### src/shfr_pkg.sv
// ----------------------------------------------------------------------------
// Sync-header frame receiver package
// Shared types and constants for the frame receiver: sync pattern, header
// layout, register map and the payload structures passed between modules.
// ----------------------------------------------------------------------------
package shfr_pkg;

  // Sync pair that opens a frame.
  localparam logic [7:0] SyncFirst  = 8'hEB;
  localparam logic [7:0] SyncSecond = 8'h90;

  // Frame positions are nine bits wide (length byte plus overhead reaches 258).
  localparam int unsigned PosWidth = 9;

  // Index of the length byte and the header overhead added to the length.
  localparam logic [PosWidth-1:0] LenPos         = 9'd2;
  localparam logic [PosWidth-1:0] HeaderOverhead = 9'd3;

  // Configuration port geometry and register map.
  localparam int unsigned AddrWidth = 3;
  localparam int unsigned DataWidth = 32;
  localparam logic [0:0]  RegResyncTimeout = 1'b0;
  localparam logic [15:0] ResyncTimeoutReset = 16'd2;

  // Configuration held by the register block.
  typedef struct packed {
    logic [15:0] resync_timeout;
  } cfg_t;

  // One received byte with its timestamp, as held in the input register.
  typedef struct packed {
    logic [7:0]  rx_byte;
    logic [31:0] time_ms;
  } item_t;

  // One result, as held in the result register.
  typedef struct packed {
    logic                wr_valid;
    logic [PosWidth-1:0] wr_index;
    logic [7:0]          wr_data;
    logic                frame_done;
    logic                frame_good;
    logic                in_frame;
  } result_t;

endpackage

### src/shfr_if.sv
// ----------------------------------------------------------------------------
// Sync-header frame receiver channels
// Valid/ready channels for received bytes and for frame results.
// ----------------------------------------------------------------------------
interface shfr_in_if;
  logic        valid;
  logic        ready;
  logic [7:0]  rx_byte;
  logic [31:0] time_ms;

  modport source (output valid, output rx_byte, output time_ms, input ready);
  modport sink (input valid, input rx_byte, input time_ms, output ready);
endinterface

interface shfr_out_if;
  logic       valid;
  logic       ready;
  logic       wr_valid;
  logic [8:0] wr_index;
  logic [7:0] wr_data;
  logic       frame_done;
  logic       frame_good;
  logic       in_frame;

  modport source (output valid, output wr_valid, output wr_index, output wr_data,
                  output frame_done, output frame_good, output in_frame, input ready);
  modport sink (input valid, input wr_valid, input wr_index, input wr_data,
                input frame_done, input frame_good, input in_frame, output ready);
endinterface

### src/shfr_cfg.sv
// ----------------------------------------------------------------------------
// Configuration registers
// APB-style register block holding the resynchronisation timeout.
// ----------------------------------------------------------------------------
module shfr_cfg (
  input  logic                           clk_i,
  input  logic                           rst_ni,
  input  logic                           psel,
  input  logic                           penable,
  input  logic                           pwrite,
  input  logic [shfr_pkg::AddrWidth-1:0] paddr,
  input  logic [shfr_pkg::DataWidth-1:0] pwdata,
  output logic [shfr_pkg::DataWidth-1:0] prdata,
  output logic                           pready,
  output shfr_pkg::cfg_t                 cfg_o
);
  import shfr_pkg::*;

  logic [15:0] timeout_q;
  logic        sel_timeout;

  // The word index selects the register; byte lanes within a word are ignored.
  assign sel_timeout = (paddr[AddrWidth-1:2] == RegResyncTimeout);
  assign pready      = 1'b1;

  // Register write on the access phase of a write request.
  always_ff @(posedge clk_i or negedge rst_ni) begin
    if (!rst_ni) begin
      timeout_q <= ResyncTimeoutReset;
    end else if (psel && penable && pwrite && sel_timeout) begin
      timeout_q <= pwdata[15:0];
    end
  end

  // Read back; unmapped addresses read as zero.
  always_comb begin
    prdata = '0;
    if (sel_timeout) begin
      prdata = {{(DataWidth-16){1'b0}}, timeout_q};
    end
  end

  assign cfg_o.resync_timeout = timeout_q;

endmodule

### src/shfr_in_stage.sv
// ----------------------------------------------------------------------------
// Input register
// Captures one received byte and its timestamp per request and holds it
// until the frame logic takes it.
// ----------------------------------------------------------------------------
module shfr_in_stage (
  input  logic            clk_i,
  input  logic            rst_ni,
  shfr_in_if.sink         in_i,
  input  logic            down_ready_i,
  output logic            item_valid_o,
  output shfr_pkg::item_t item_o
);
  import shfr_pkg::*;

  logic  valid_q;
  item_t item_q;

  // The register takes a new request whenever it is empty or being drained.
  assign in_i.ready = !valid_q || down_ready_i;

  always_ff @(posedge clk_i or negedge rst_ni) begin
    if (!rst_ni) begin
      valid_q <= 1'b0;
    end else if (in_i.ready) begin
      valid_q <= in_i.valid;
    end
  end

  // Payload needs no reset.
  always_ff @(posedge clk_i) begin
    if (in_i.valid && in_i.ready) begin
      item_q.rx_byte <= in_i.rx_byte;
      item_q.time_ms <= in_i.time_ms;
    end
  end

  assign item_valid_o = valid_q;
  assign item_o       = item_q;

endmodule

### src/shfr_core.sv
// ----------------------------------------------------------------------------
// Frame parser core
// Holds the parser state, works out the next state and the result for one
// byte in a single pass, and registers the result for the output channel.
// ----------------------------------------------------------------------------
module shfr_core (
  input  logic            clk_i,
  input  logic            rst_ni,
  input  shfr_pkg::cfg_t  cfg_i,
  input  logic            item_valid_i,
  input  shfr_pkg::item_t item_i,
  output logic            ready_o,
  shfr_out_if.source      out_o
);
  import shfr_pkg::*;

  // Parser state.
  logic [7:0]          prev_q, prev_d;
  logic                coll_q, coll_d;
  logic [PosWidth-1:0] pos_q, pos_d;
  logic [PosWidth-1:0] end_q, end_d;
  logic [7:0]          sum_q, sum_d;
  logic [31:0]         start_q, start_d;

  // Result register.
  logic    out_valid_q;
  result_t res_q, res_d;

  logic        advance;
  logic [31:0] elapsed;

  assign ready_o = !out_valid_q || out_o.ready;
  assign advance = item_valid_i && ready_o;
  assign elapsed = item_i.time_ms - start_q;

  // Data handling first, then sync detection on the same byte.
  always_comb begin
    prev_d  = item_i.rx_byte;
    coll_d  = coll_q;
    pos_d   = pos_q;
    end_d   = end_q;
    sum_d   = sum_q;
    start_d = start_q;
    res_d   = '0;

    if (coll_q) begin
      if (pos_q == LenPos) begin
        // Length byte: fix the checksum position and restart the sum.
        end_d          = {1'b0, item_i.rx_byte} + HeaderOverhead;
        pos_d          = LenPos + 9'd1;
        sum_d          = '0;
        res_d.wr_valid = 1'b1;
        res_d.wr_index = LenPos;
        res_d.wr_data  = item_i.rx_byte;
      end else if (pos_q < end_q) begin
        pos_d          = pos_q + 9'd1;
        sum_d          = sum_q + item_i.rx_byte;
        res_d.wr_valid = 1'b1;
        res_d.wr_index = pos_q;
        res_d.wr_data  = item_i.rx_byte;
      end else if (pos_q == end_q) begin
        // Checksum byte closes the frame.
        coll_d           = 1'b0;
        pos_d            = '0;
        res_d.wr_valid   = 1'b1;
        res_d.wr_index   = pos_q;
        res_d.wr_data    = item_i.rx_byte;
        res_d.frame_done = 1'b1;
        res_d.frame_good = (sum_q == item_i.rx_byte);
      end
    end

    if (prev_q == SyncFirst && item_i.rx_byte == SyncSecond) begin
      if (!coll_d) begin
        coll_d  = 1'b1;
        pos_d   = LenPos;
        start_d = item_i.time_ms;
      end else if (elapsed > {16'd0, cfg_i.resync_timeout}) begin
        // A sync pair mid-frame restarts only once the timeout has run out.
        pos_d   = LenPos;
        start_d = item_i.time_ms;
      end
    end

    res_d.in_frame = coll_d;
  end

  // Control state and result valid.
  always_ff @(posedge clk_i or negedge rst_ni) begin
    if (!rst_ni) begin
      prev_q      <= '0;
      coll_q      <= 1'b0;
      pos_q       <= '0;
      end_q       <= '0;
      sum_q       <= '0;
      start_q     <= '0;
      out_valid_q <= 1'b0;
    end else begin
      if (ready_o) begin
        out_valid_q <= item_valid_i;
      end
      if (advance) begin
        prev_q  <= prev_d;
        coll_q  <= coll_d;
        pos_q   <= pos_d;
        end_q   <= end_d;
        sum_q   <= sum_d;
        start_q <= start_d;
      end
    end
  end

  // Result payload.
  always_ff @(posedge clk_i) begin
    if (advance) begin
      res_q <= res_d;
    end
  end

  assign out_o.valid      = out_valid_q;
  assign out_o.wr_valid   = res_q.wr_valid;
  assign out_o.wr_index   = res_q.wr_index;
  assign out_o.wr_data    = res_q.wr_data;
  assign out_o.frame_done = res_q.frame_done;
  assign out_o.frame_good = res_q.frame_good;
  assign out_o.in_frame   = res_q.in_frame;

endmodule

### src/sync_header_frame_receiver.sv
// ----------------------------------------------------------------------------
// Sync-header frame receiver
// Parses EB 90 / length / payload / additive checksum frames one byte at a
// time and reports buffer writes and frame completion.
// ----------------------------------------------------------------------------
// Each request carries one received byte and its millisecond timestamp and
// produces exactly one result, passing through an input register, then the
// parser logic and a result register. A new byte is taken every cycle while
// the result channel keeps draining; the sustained rate is one byte per cycle,
// set by the state update in the parser core. Bytes from the length byte
// onward are reported as writes at their frame position, and the checksum
// byte reports frame end and checksum match. The resynchronisation timeout
// register (address 0, reset 2 ms) sets how long after a frame start a fresh
// sync pair may restart the frame; write it only while idle.
module sync_header_frame_receiver (
  input  logic                           clk_i,
  input  logic                           rst_ni,
  shfr_in_if.sink                        in_i,
  shfr_out_if.source                     out_o,
  input  logic                           psel,
  input  logic                           penable,
  input  logic                           pwrite,
  input  logic [shfr_pkg::AddrWidth-1:0] paddr,
  input  logic [shfr_pkg::DataWidth-1:0] pwdata,
  output logic [shfr_pkg::DataWidth-1:0] prdata,
  output logic                           pready
);
  import shfr_pkg::*;

  cfg_t  cfg;
  item_t item;
  logic  item_valid;
  logic  core_ready;

  // Register block.
  shfr_cfg u_cfg (
    .clk_i   (clk_i),
    .rst_ni  (rst_ni),
    .psel    (psel),
    .penable (penable),
    .pwrite  (pwrite),
    .paddr   (paddr),
    .pwdata  (pwdata),
    .prdata  (prdata),
    .pready  (pready),
    .cfg_o   (cfg)
  );

  // Input register.
  shfr_in_stage u_in_stage (
    .clk_i        (clk_i),
    .rst_ni       (rst_ni),
    .in_i         (in_i),
    .down_ready_i (core_ready),
    .item_valid_o (item_valid),
    .item_o       (item)
  );

  // Parser and result register.
  shfr_core u_core (
    .clk_i        (clk_i),
    .rst_ni       (rst_ni),
    .cfg_i        (cfg),
    .item_valid_i (item_valid),
    .item_i       (item),
    .ready_o      (core_ready),
    .out_o        (out_o)
  );

endmodule
### src/flat_wrapper.sv
// flat-port wrapper written by rule: the top's interface ports become plain ports
module sync_header_frame_receiver_flat import shfr_pkg::*;
  (clk_i, rst_ni, psel, penable, pwrite, paddr, pwdata, prdata, pready, in_i_valid, in_i_rx_byte, in_i_time_ms, in_i_ready, out_o_valid, out_o_wr_valid, out_o_wr_index, out_o_wr_data, out_o_frame_done, out_o_frame_good, out_o_in_frame, out_o_ready);
  shfr_in_if in_i_i ();
  shfr_out_if out_o_i ();
  input  logic clk_i;
  input  logic rst_ni;
  input  logic psel;
  input  logic penable;
  input  logic pwrite;
  input  logic [shfr_pkg::AddrWidth-1:0] paddr;
  input  logic [shfr_pkg::DataWidth-1:0] pwdata;
  output logic [shfr_pkg::DataWidth-1:0] prdata;
  output logic pready;
  input wire logic [$bits(in_i_i.valid)-1:0] in_i_valid;
  input wire logic [$bits(in_i_i.rx_byte)-1:0] in_i_rx_byte;
  input wire logic [$bits(in_i_i.time_ms)-1:0] in_i_time_ms;
  output wire logic [$bits(in_i_i.ready)-1:0] in_i_ready;
  output wire logic [$bits(out_o_i.valid)-1:0] out_o_valid;
  output wire logic [$bits(out_o_i.wr_valid)-1:0] out_o_wr_valid;
  output wire logic [$bits(out_o_i.wr_index)-1:0] out_o_wr_index;
  output wire logic [$bits(out_o_i.wr_data)-1:0] out_o_wr_data;
  output wire logic [$bits(out_o_i.frame_done)-1:0] out_o_frame_done;
  output wire logic [$bits(out_o_i.frame_good)-1:0] out_o_frame_good;
  output wire logic [$bits(out_o_i.in_frame)-1:0] out_o_in_frame;
  input wire logic [$bits(out_o_i.ready)-1:0] out_o_ready;
  assign in_i_i.valid = in_i_valid;
  assign in_i_i.rx_byte = in_i_rx_byte;
  assign in_i_i.time_ms = in_i_time_ms;
  assign in_i_ready = in_i_i.ready;
  assign out_o_valid = out_o_i.valid;
  assign out_o_wr_valid = out_o_i.wr_valid;
  assign out_o_wr_index = out_o_i.wr_index;
  assign out_o_wr_data = out_o_i.wr_data;
  assign out_o_frame_done = out_o_i.frame_done;
  assign out_o_frame_good = out_o_i.frame_good;
  assign out_o_in_frame = out_o_i.in_frame;
  assign out_o_i.ready = out_o_ready;
  sync_header_frame_receiver u_core (.clk_i(clk_i), .rst_ni(rst_ni), .in_i(in_i_i), .out_o(out_o_i), .psel(psel), .penable(penable), .pwrite(pwrite), .paddr(paddr), .pwdata(pwdata), .prdata(prdata), .pready(pready));
endmodule
### config.mk
export PLATFORM = sky130hd
export DESIGN_NAME = sync_header_frame_receiver_flat
export DESIGN_NICKNAME = d
export VERILOG_FILES = /design/src/shfr_pkg.sv /design/src/shfr_if.sv /design/src/shfr_cfg.sv /design/src/shfr_in_stage.sv /design/src/shfr_core.sv /design/src/sync_header_frame_receiver.sv /design/src/flat_wrapper.sv
export SDC_FILE = /design/constraint.sdc
export NUM_CORES = 1
export LEC_CHECK = 0
export ABC_CLOCK_PERIOD_IN_PS = 5800
export BUFFER_PORTS_ARGS = -buffer_cell sky130_fd_sc_hd__buf_2
export CORE_MARGIN = 2
export CORE_UTILIZATION = 45
export CTS_CLUSTER_SIZE = 24
export DETAILED_ROUTE_END_ITERATION = 10
export GPL_TIMING_DRIVEN = 0
export PLACE_DENSITY = 0.71
export SLEW_MARGIN = 40
export SYNTH_ARGS = -nofsm -noshare
export SYNTH_HDL_FRONTEND = slang
export SYNTH_HIERARCHICAL = 1
export SYNTH_SLANG_ARGS = --single-unit
### constraint.sdc
create_clock -name clk_i -period 5.8 [get_ports clk_i]
set_input_delay 0 -clock clk_i [delete_from_list [all_inputs] [get_ports clk_i]]
set_output_delay 0 -clock clk_i [all_outputs]
set_load 0.02 [all_outputs]
==> flow_metrics.tcl, run 1 <==
set metrics [dict create \
    clk_latency_ns 0.43 \
    hold_class "input port to asynchronous set/reset pin" \
    utilization_pct 57.3 \
    die_area_um2 20900 \
    io_buffers 102 \
    multi_input_area_um2 4470 \
    start_util_pct 45.8 \
    critPathKind "flip-flop to flip-flop" \
    setup_viol 0 \
    power.switching_uw 1080 \
    synth_edf_count 61 \
    vias 7519 \
    drt_pass1_iterations 5 \
    dieWidth_um 145 \
    cts-root-buf "clkbuf_16" \
    clk_path_buf_depth 2 \
    dp_hpwl_um 16000 \
    busiest_layer "met2" \
    power_leakage_uw 0.00521 \
    antenna_found_initial 0 \
    numCtsBuffers 17 \
    wirelength_um 22300 \
    overflow 0 \
    cp_slowest_stage_delay_ns 0.48 \
    final-hold-violation-count 0 \
    path_buf_inv 2 \
    cp_max_fo 10 \
    syn2layout_area_growth_pct 25.2 \
    seq_area_um2 3960 \
    grt_pass1_wl_um 35900 \
    post_synth_inst_count 920 \
    rows 51 \
    finalNetCount 1275 \
    ctsHoldBuffers 66 \
    slew_viol_final 0 \
    cts.clk_slew.worst_paths_ns 0.07 \
    cts_max_level 4 \
    fp.dieH_um 145 \
    drtIter0Drc 543 \
    postCtsResizedCells 0 \
    arrival_ns 5.39 \
    yosysSeqAreaShare_pct 44.4 \
    track_usage_pct 22.1 \
    final.fill_count 1699 \
    power_frac_comb_pct 26.1 \
    yosys_warnings 6 \
    skew_ns 0.0104 \
    p_clk_share_pct 34.2 \
    drive_gt1_share_pct 17.7 \
    required_ns 6.08 \
    ys_seq_elements 146 \
    ys.flop_type "dfrtp_1" \
    drc 0 \
    status "finished, final reports clean" \
    postCtsSetupRepairBufs 0 \
    synth-async-reset-ratio_pct 58.2 \
    peakVddDrop_mv 0.150 \
    grt_max_degree 58 \
    endpoint_kind "flip-flop" \
    timing.fmax_ghz 0.195 \
    drt-vias-per-instance 5.36 \
    power_frac_seq_pct 39.7 \
    period_needed_ns 5.12 \
    worst_slew_pin_slew_ns 0.624 \
    detail_route.wl_per_cell_um 15.9 \
    switching_share_pct 31.5 \
    worstSetupStartpointType "flip-flop" \
    p_per_area_nw_per_um2 306 \
    synthDistinctLibCells 78 \
    met2_usage_pct 35.4 \
    fin_crit_sh_pct 88.2 \
    core_area_um2 19500 \
    syn_area_um2 8910 \
    rsz0062_at_grt "false" \
    use_met1_pct 30.2 \
    diodes 0 \
    pin_count 138 \
    cts_tree "yes" \
    internal_power_uw 2340 \
    drv_cap 0 \
    gp_congestion 0.910 \
    clock-sinks 146 \
    path_delay_family "compound AO/OA/AOI/OAI gates" \
    grt_use_met3_pct 4.61 \
    grt_pass1_vias 7225 \
    slew_headroom_pct 57.9 \
    tns_ns 0 \
    ant_nets 0 \
    cp_slowest_cell "o311a_1" \
    syn_avg_cell_area_um2 9.69 \
    path_cells "inv_1, ha_1, fa_1, nand2b_1, a21oi_1, o21ai_0, nand2_1, xor2_1, ha_1, nand4_1, or4_1, o221a_2, o22ai_1, nor4_1, and3_1, nand4b_1, o311a_1, clkbuf_1, o21ai_0" \
]
-- power by group through the flow --
stage | sequential (uW) | combinational [uW] | clock (uW)
after floorplan | 1370 | 596 | 0
final | 1350 | 892 | 1170
after detailed placement | 1370 | 838 | 0
after CTS | 1350 | 887 | 1190
after global routing | 1370 | 1010 | 1230
after global placement | 1370 | 812 | 0
-- stage by stage --
step / instance area [um2] / total power (uW) / hold slack [ns] / instances / worst slack [ns]
after floorplan: 8970 / 1960 / -0.296 / 935 / 1.69
after global placement: 9810 / 2180 / 0.178 / 1302 / 0.812
after detailed placement: 9870 / 2210 / -0.103 / 1304 / 0.728
after CTS: 11200 / 3430 / 0.0106 / 1402 / 0.695
after global routing: 11200 / 3610 / 0.0271 / 1402 / 0.327
final: 11200 / 3410 / 0.0145 / 1402 / 0.683
-- path summary, 6_finish.rpt --
path	from	endpoint	slack, ns	cells past startpoint
worst max register to register	u_core/u_in_stage/item_o[0]	u_core/u_core/start_q[1]	0.68	19
worst max-delay path	u_core/u_in_stage/item_o[0]	u_core/u_core/start_q[1]	0.68	19
max in group asynchronous	rst_ni	u_core/u_core/start_q[7]	5.19	3
worst min-delay path	rst_ni	u_core/u_core/start_q[28]	0.01	2
min in group clk_i	penable	u_core/u_cfg/cfg_o[1]	0.21	4
worst min register to register	u_core/u_core/prev_q[6]	u_core/u_core/prev_q[6]	0.48	2
-- cells in the final DEF (no fill, tap or decap), drive strengths merged, types with 19 or more instances in the layout --
cell type | netlist | routed
and2 | 19 | 19
mux2 | 21 | 21
inv | 74 | 79
dfrtp | 84 | 84
nand2 | 93 | 93
a21oi | 59 | 59
ha | 67 | 67
clkbuf | 14 | 34
dlygate4sd3 | 0 | 66
nor2 | 52 | 52
buf | 31 | 135
xnor2 | 20 | 20
nand3 | 49 | 49
edfxtp | 61 | 61
o21ai | 80 | 80
-- Yosys cell counts, types with 6 or more instances --
cell type | instances | area [um2]
clkbuf_1 | 14 | 52.6
o211ai_1 | 8 | 60.1
o21ai_0 | 79 | 395
nand2b_1 | 14 | 87.6
edfxtp_1 | 61 | 1830
xnor2_1 | 20 | 175
mux2_2 | 11 | 124
inv_1 | 74 | 278
and2b_1 | 7 | 52.6
ha_1 | 67 | 838
and2_1 | 16 | 100
a22o_1 | 7 | 61.3
o21a_1 | 10 | 75.1
a21oi_1 | 59 | 295
dfrtp_1 | 84 | 2100
mux2_4 | 10 | 150
a31oi_1 | 7 | 43.8
o21bai_1 | 6 | 45.0
and3_1 | 8 | 50.1
a21o_1 | 7 | 52.6
nor3_1 | 13 | 65.1
buf_4 | 20 | 150
nor2b_1 | 11 | 68.8
nor2_1 | 51 | 191
nand4_1 | 11 | 68.8
nand2_1 | 93 | 349
xor2_1 | 11 | 96.3
nor4_1 | 6 | 37.5
nand3_1 | 49 | 245
-- cell type report --
type,count,area share [%]
inverter,74,2.49
sequential,146,35.5
clock buffer,20,4.00
multi-input combinational,670,40.0
buffer,45,2.44
clock inverter,12,1.56
tap,265,2.97
timing repair buffer,170,11.0
-- sequential cells by signal, summed over array words and instances (netlist names), 9 cells and up --
| name | count |
|---|---|
| u_core/u_core/pos_q | 9 |
| u_core/u_in_stage/item_o | 40 |
| u_core/u_core/start_q | 32 |
| u_core/u_core/end_q | 9 |
| u_core/u_cfg/cfg_o | 16 |
| u_core/u_core/out_o.wr_index | 9 |
-- logic make-up (layout without fill, tap and decap cells) --
logic type | count (synthesis) | count (layout) | synth area share, %
AND/OR/NAND/NOR | 305 | 305 | 17.4
AO/OA/AOI/OAI | 225 | 225 | 15.7
flip-flops | 146 | 146 | 44.4
buffers and inverters | 119 | 321 | 6.16
adder cells (fa/ha/maj) | 69 | 69 | 9.86
XOR/XNOR | 31 | 31 | 3.05
multiplexers | 23 | 23 | 3.30
other | 2 | 17 | 0.0843
-- layer usage --
| metal | wire length (um) | vias to the layer above |
|---|---|---|
| met3 | 997 | 32 |
| met1 | 10500 | 3606 |
| met5 | 0 | - |
| met2 | 10300 | 224 |
| li1 | - | 3657 |
| met4 | 413 | 0 |
No activity file was read; power rests on OpenSTA's default activity.
==> inputs of run 2 (changes only) <==
--- a/config.mk
+++ b/config.mk
@@ -7,2 +7,3 @@
 export LEC_CHECK = 0
+export ABC_AREA = 1
 export ABC_CLOCK_PERIOD_IN_PS = 5800
@@ -14,3 +15,3 @@
 export GPL_TIMING_DRIVEN = 0
-export PLACE_DENSITY = 0.71
+export PLACE_DENSITY = 0.7
 export SLEW_MARGIN = 40
==> constraint.sdc (replaced) <==
create_clock -name clk_i -period 5.8 [get_ports clk_i]
set_input_delay 0.58 -clock clk_i [delete_from_list [all_inputs] [get_ports clk_i]]
set_output_delay 0.58 -clock clk_i [all_outputs]
set_load 0.02 [all_outputs]
==> flow_metrics.tcl, run 2 <==
set metrics [dict create \
    syn_area_um2 9720 \
    syn_avg_cell_area_um2 7.46 \
    drtIter0Drc 613 \
    postCtsResizedCells 0 \
    io_buffers 101 \
    die_area_um2 22800 \
    clock-sinks 146 \
    cp_slowest_stage_delay_ns 0.42 \
    required_ns 6.11 \
    clk_latency_ns 0.42 \
    cts-root-buf "clkbuf_16" \
    ctsHoldBuffers 0 \
    synth_top_cell_by_area "dfrtp_1" \
    rows 53 \
    arrival_ns 4.04 \
    power_leakage_uw 0.00597 \
    whs_ns 0.0515 \
    grt_pass1_vias 7959 \
    p_clk_share_pct 30.1 \
    yosys-top-cells-count "nand2_1 (415), inv_1 (230), nor2_1 (107)" \
    start_util_pct 46.1 \
    drt-vias-per-instance 4.90 \
    peakVddDrop_mv 0.216 \
    final.fill_count 2055 \
    rsz0062_at_grt "false" \
    diodes 0 \
    p_total_uw 3400 \
    ys_seq_elements 146 \
    worstSetupStartpointType "flip-flop" \
    slew_headroom_pct 50.4 \
    cts.clk_slew.worst_paths_ns 0.06 \
    synth_edf_count 61 \
    hold_class "input port to asynchronous set/reset pin" \
    dieWidth_um 151 \
    slew_viol_final 0 \
    drv_cap 0 \
    largest_reg_flops 40 \
    yosysMostFrequentCell "nand2_1" \
    internal_power_uw 2170 \
    core_area_um2 21100 \
    yosysSeqAreaShare_pct 40.8 \
    grt_pass1_wl_um 38300 \
    seq_area_um2 3960 \
    drive_gt1_share_pct 14.2 \
    finalNetCount 1593 \
    setup_viol 0 \
    synthDistinctLibCells 50 \
    power_frac_comb_pct 30.2 \
    vias 8470 \
    finalNonFillerCells 1730 \
    dp_hpwl_um 18200 \
    ys.flop_type "dfrtp_1" \
    clk_path_buf_depth 2 \
    wirelength_um 23300 \
    cp_slowest_cell "fa_1" \
    ant_nets 0 \
    worst_slew_pin_slew_ns 0.738 \
    multi_input_area_um2 4660 \
    p_per_area_nw_per_um2 302 \
    synth_top_area_share_pct 21.6 \
    pin_count 138 \
    power.switching_uw 1230 \
    cpMostUsedCell "nand2_1" \
    path_cells "inv_1, ha_1, fa_1, inv_1, nand2_1, nand2_1, and2_4, nand2_2, nand3_2, xor2_1, ha_1, nand2_1, nor2_1, a21oi_1, nand2_1, nand2_1, nand3_1, nor2_1, nand2_1, nor2_2, nand3_4, buf_2, nand4_1, nand2_1" \
    yosys_warnings 6 \
    overflow 0 \
    tns_ns 0 \
    place_ws_ns 2.11 \
    status "finished, final reports clean" \
    detail_route.wl_per_cell_um 13.5 \
    layout_setup_ws_ns 2.07 \
    layout_commonest_cell "nand2_1" \
    power_frac_seq_pct 39.6 \
    cp_max_fo 10 \
    post_synth_inst_count 1303 \
    drt_pass1_iterations 5 \
    gp_congestion 0.893 \
    synth.area.top_cells "dfrtp_1 (22%), edfxtp_1 (19%), nand2_1 (16%), inv_1 (8.9%), ha_1 (8.6%)" \
    period_needed_ns 3.73 \
    critPathKind "flip-flop to flip-flop" \
    skew_ns 0.0127 \
    fp.dieH_um 151 \
    fin_crit_sh_pct 64.3 \
    final_cell_mix "nand2_1 (415), inv_1 (230), nor2_1 (107)" \
    dp.cells 1698 \
    switching_share_pct 36.2 \
    cts_tree "yes" \
    postCtsSetupRepairBufs 0 \
    endpoint_kind "flip-flop" \
    drc 0 \
    syn2layout_area_growth_pct 16.1 \
    timing.fmax_ghz 0.268 \
    numCtsBuffers 17 \
    cts_max_level 4 \
    final-hold-violation-count 0 \
    track_usage_pct 21.3 \
    synth-async-reset-ratio_pct 58.2 \
    grt_max_degree 54 \
    antenna_found_initial 0 \
]
[run 2: changes by cell type in the layout (fill, tap and decap cells not counted), sizes merged, moves of 16 or more]
cell / previous run / this run
inv: 79 / 242
xnor2: 20 / 4
nor2: 52 / 116
mux2: 21 / 0
nand2: 93 / 433
and2: 19 / 1
o21ai: 80 / 37
nand4: 11 / 46
dlygate4sd3: 66 / 0
a21oi: 59 / 40
[run 2: area by class of cell]
type,count,area share (%)
Tap cell,275,3.05
Timing Repair Buffer,105,5.29
Sequential cell,146,35.1
Inverter,236,7.86
Clock inverter,15,1.11
Buffer,44,2.50
Multi-Input combinational cell,892,41.3
Clock buffer,17,3.77
[run 2: critical path: cells and delay by family (launching register included)]
kind                     cells  cell delay [ns]
AND/OR/NAND/NOR             16             1.49
adder cells (fa/ha/maj)      3             0.93
buffers and inverters        3             0.42
AO/OA/AOI/OAI                1             0.17
flip-flops                   1             0.37
XOR/XNOR                     1             0.22
[run 2: final timing paths]
check / to / cells after the start / from / slack (ns)
max: u_core/u_core/start_q[19] / 24 / u_core/u_in_stage/item_o[0] / 2.07
min: u_core/u_cfg/cfg_o[7] / 1 / rst_ni / 0.05
max reg2reg: u_core/u_core/start_q[19] / 24 / u_core/u_in_stage/item_o[0] / 2.07
min reg2reg: u_core/u_core/start_q[12] / 2 / u_core/u_core/start_q[12] / 0.47
max in group asynchronous: u_core/u_core/pos_q[3] / 2 / rst_ni / 5.16
min in group clk_i: u_core/u_in_stage/item_o[28] / 1 / in_i_time_ms[28] / 0.32
[run 2: routing by layer]
layer,up-vias,GRT usage [%],share of wire [%]
met4,0,6.03,2.1
met5,-,0,0
met2,223,36.9,48
met3,31,4.10,4.8
met1,3845,27.3,45
li1,4371,-,-
[run 2: power by group through the flow]
stage	clock (uW)	combinational [uW]	sequential (uW)
global placement	0	977	1370
CTS	1050	1030	1350
detailed placement	0	1010	1370
finish	1030	1030	1350
floorplan	0	713	1370
global route	1100	1180	1370
[run 2: per-stage QoR]
| stage | util, % | instance area, um2 |
|---|---|---|
| 6_report | 53.5 | 11300 |
| 5_1_grt | 53.5 | 11300 |
| 4_1_cts | 53.5 | 11300 |
| 3_5_place_dp | 50.9 | 10700 |
| 3_3_place_gp | 50.4 | 10600 |
| 2_1_floorplan | - | 9770 |
[run 2: cell families (layout without fill, tap and decap cells)]
| kind of cell | after synthesis | in the layout | share of synthesized area, % |
|---|---|---|---|
| and+or+nand+nor | 683 | 683 | 30.2 |
| buffers and inverters | 280 | 417 | 12.0 |
| DFF | 146 | 146 | 40.8 |
| AOI/OAI and AO/OA | 102 | 102 | 6.00 |
| adders and majority gates | 69 | 69 | 9.04 |
| xor gates and xnor gates | 21 | 21 | 1.89 |
| other | 2 | 17 | 0.0773 |
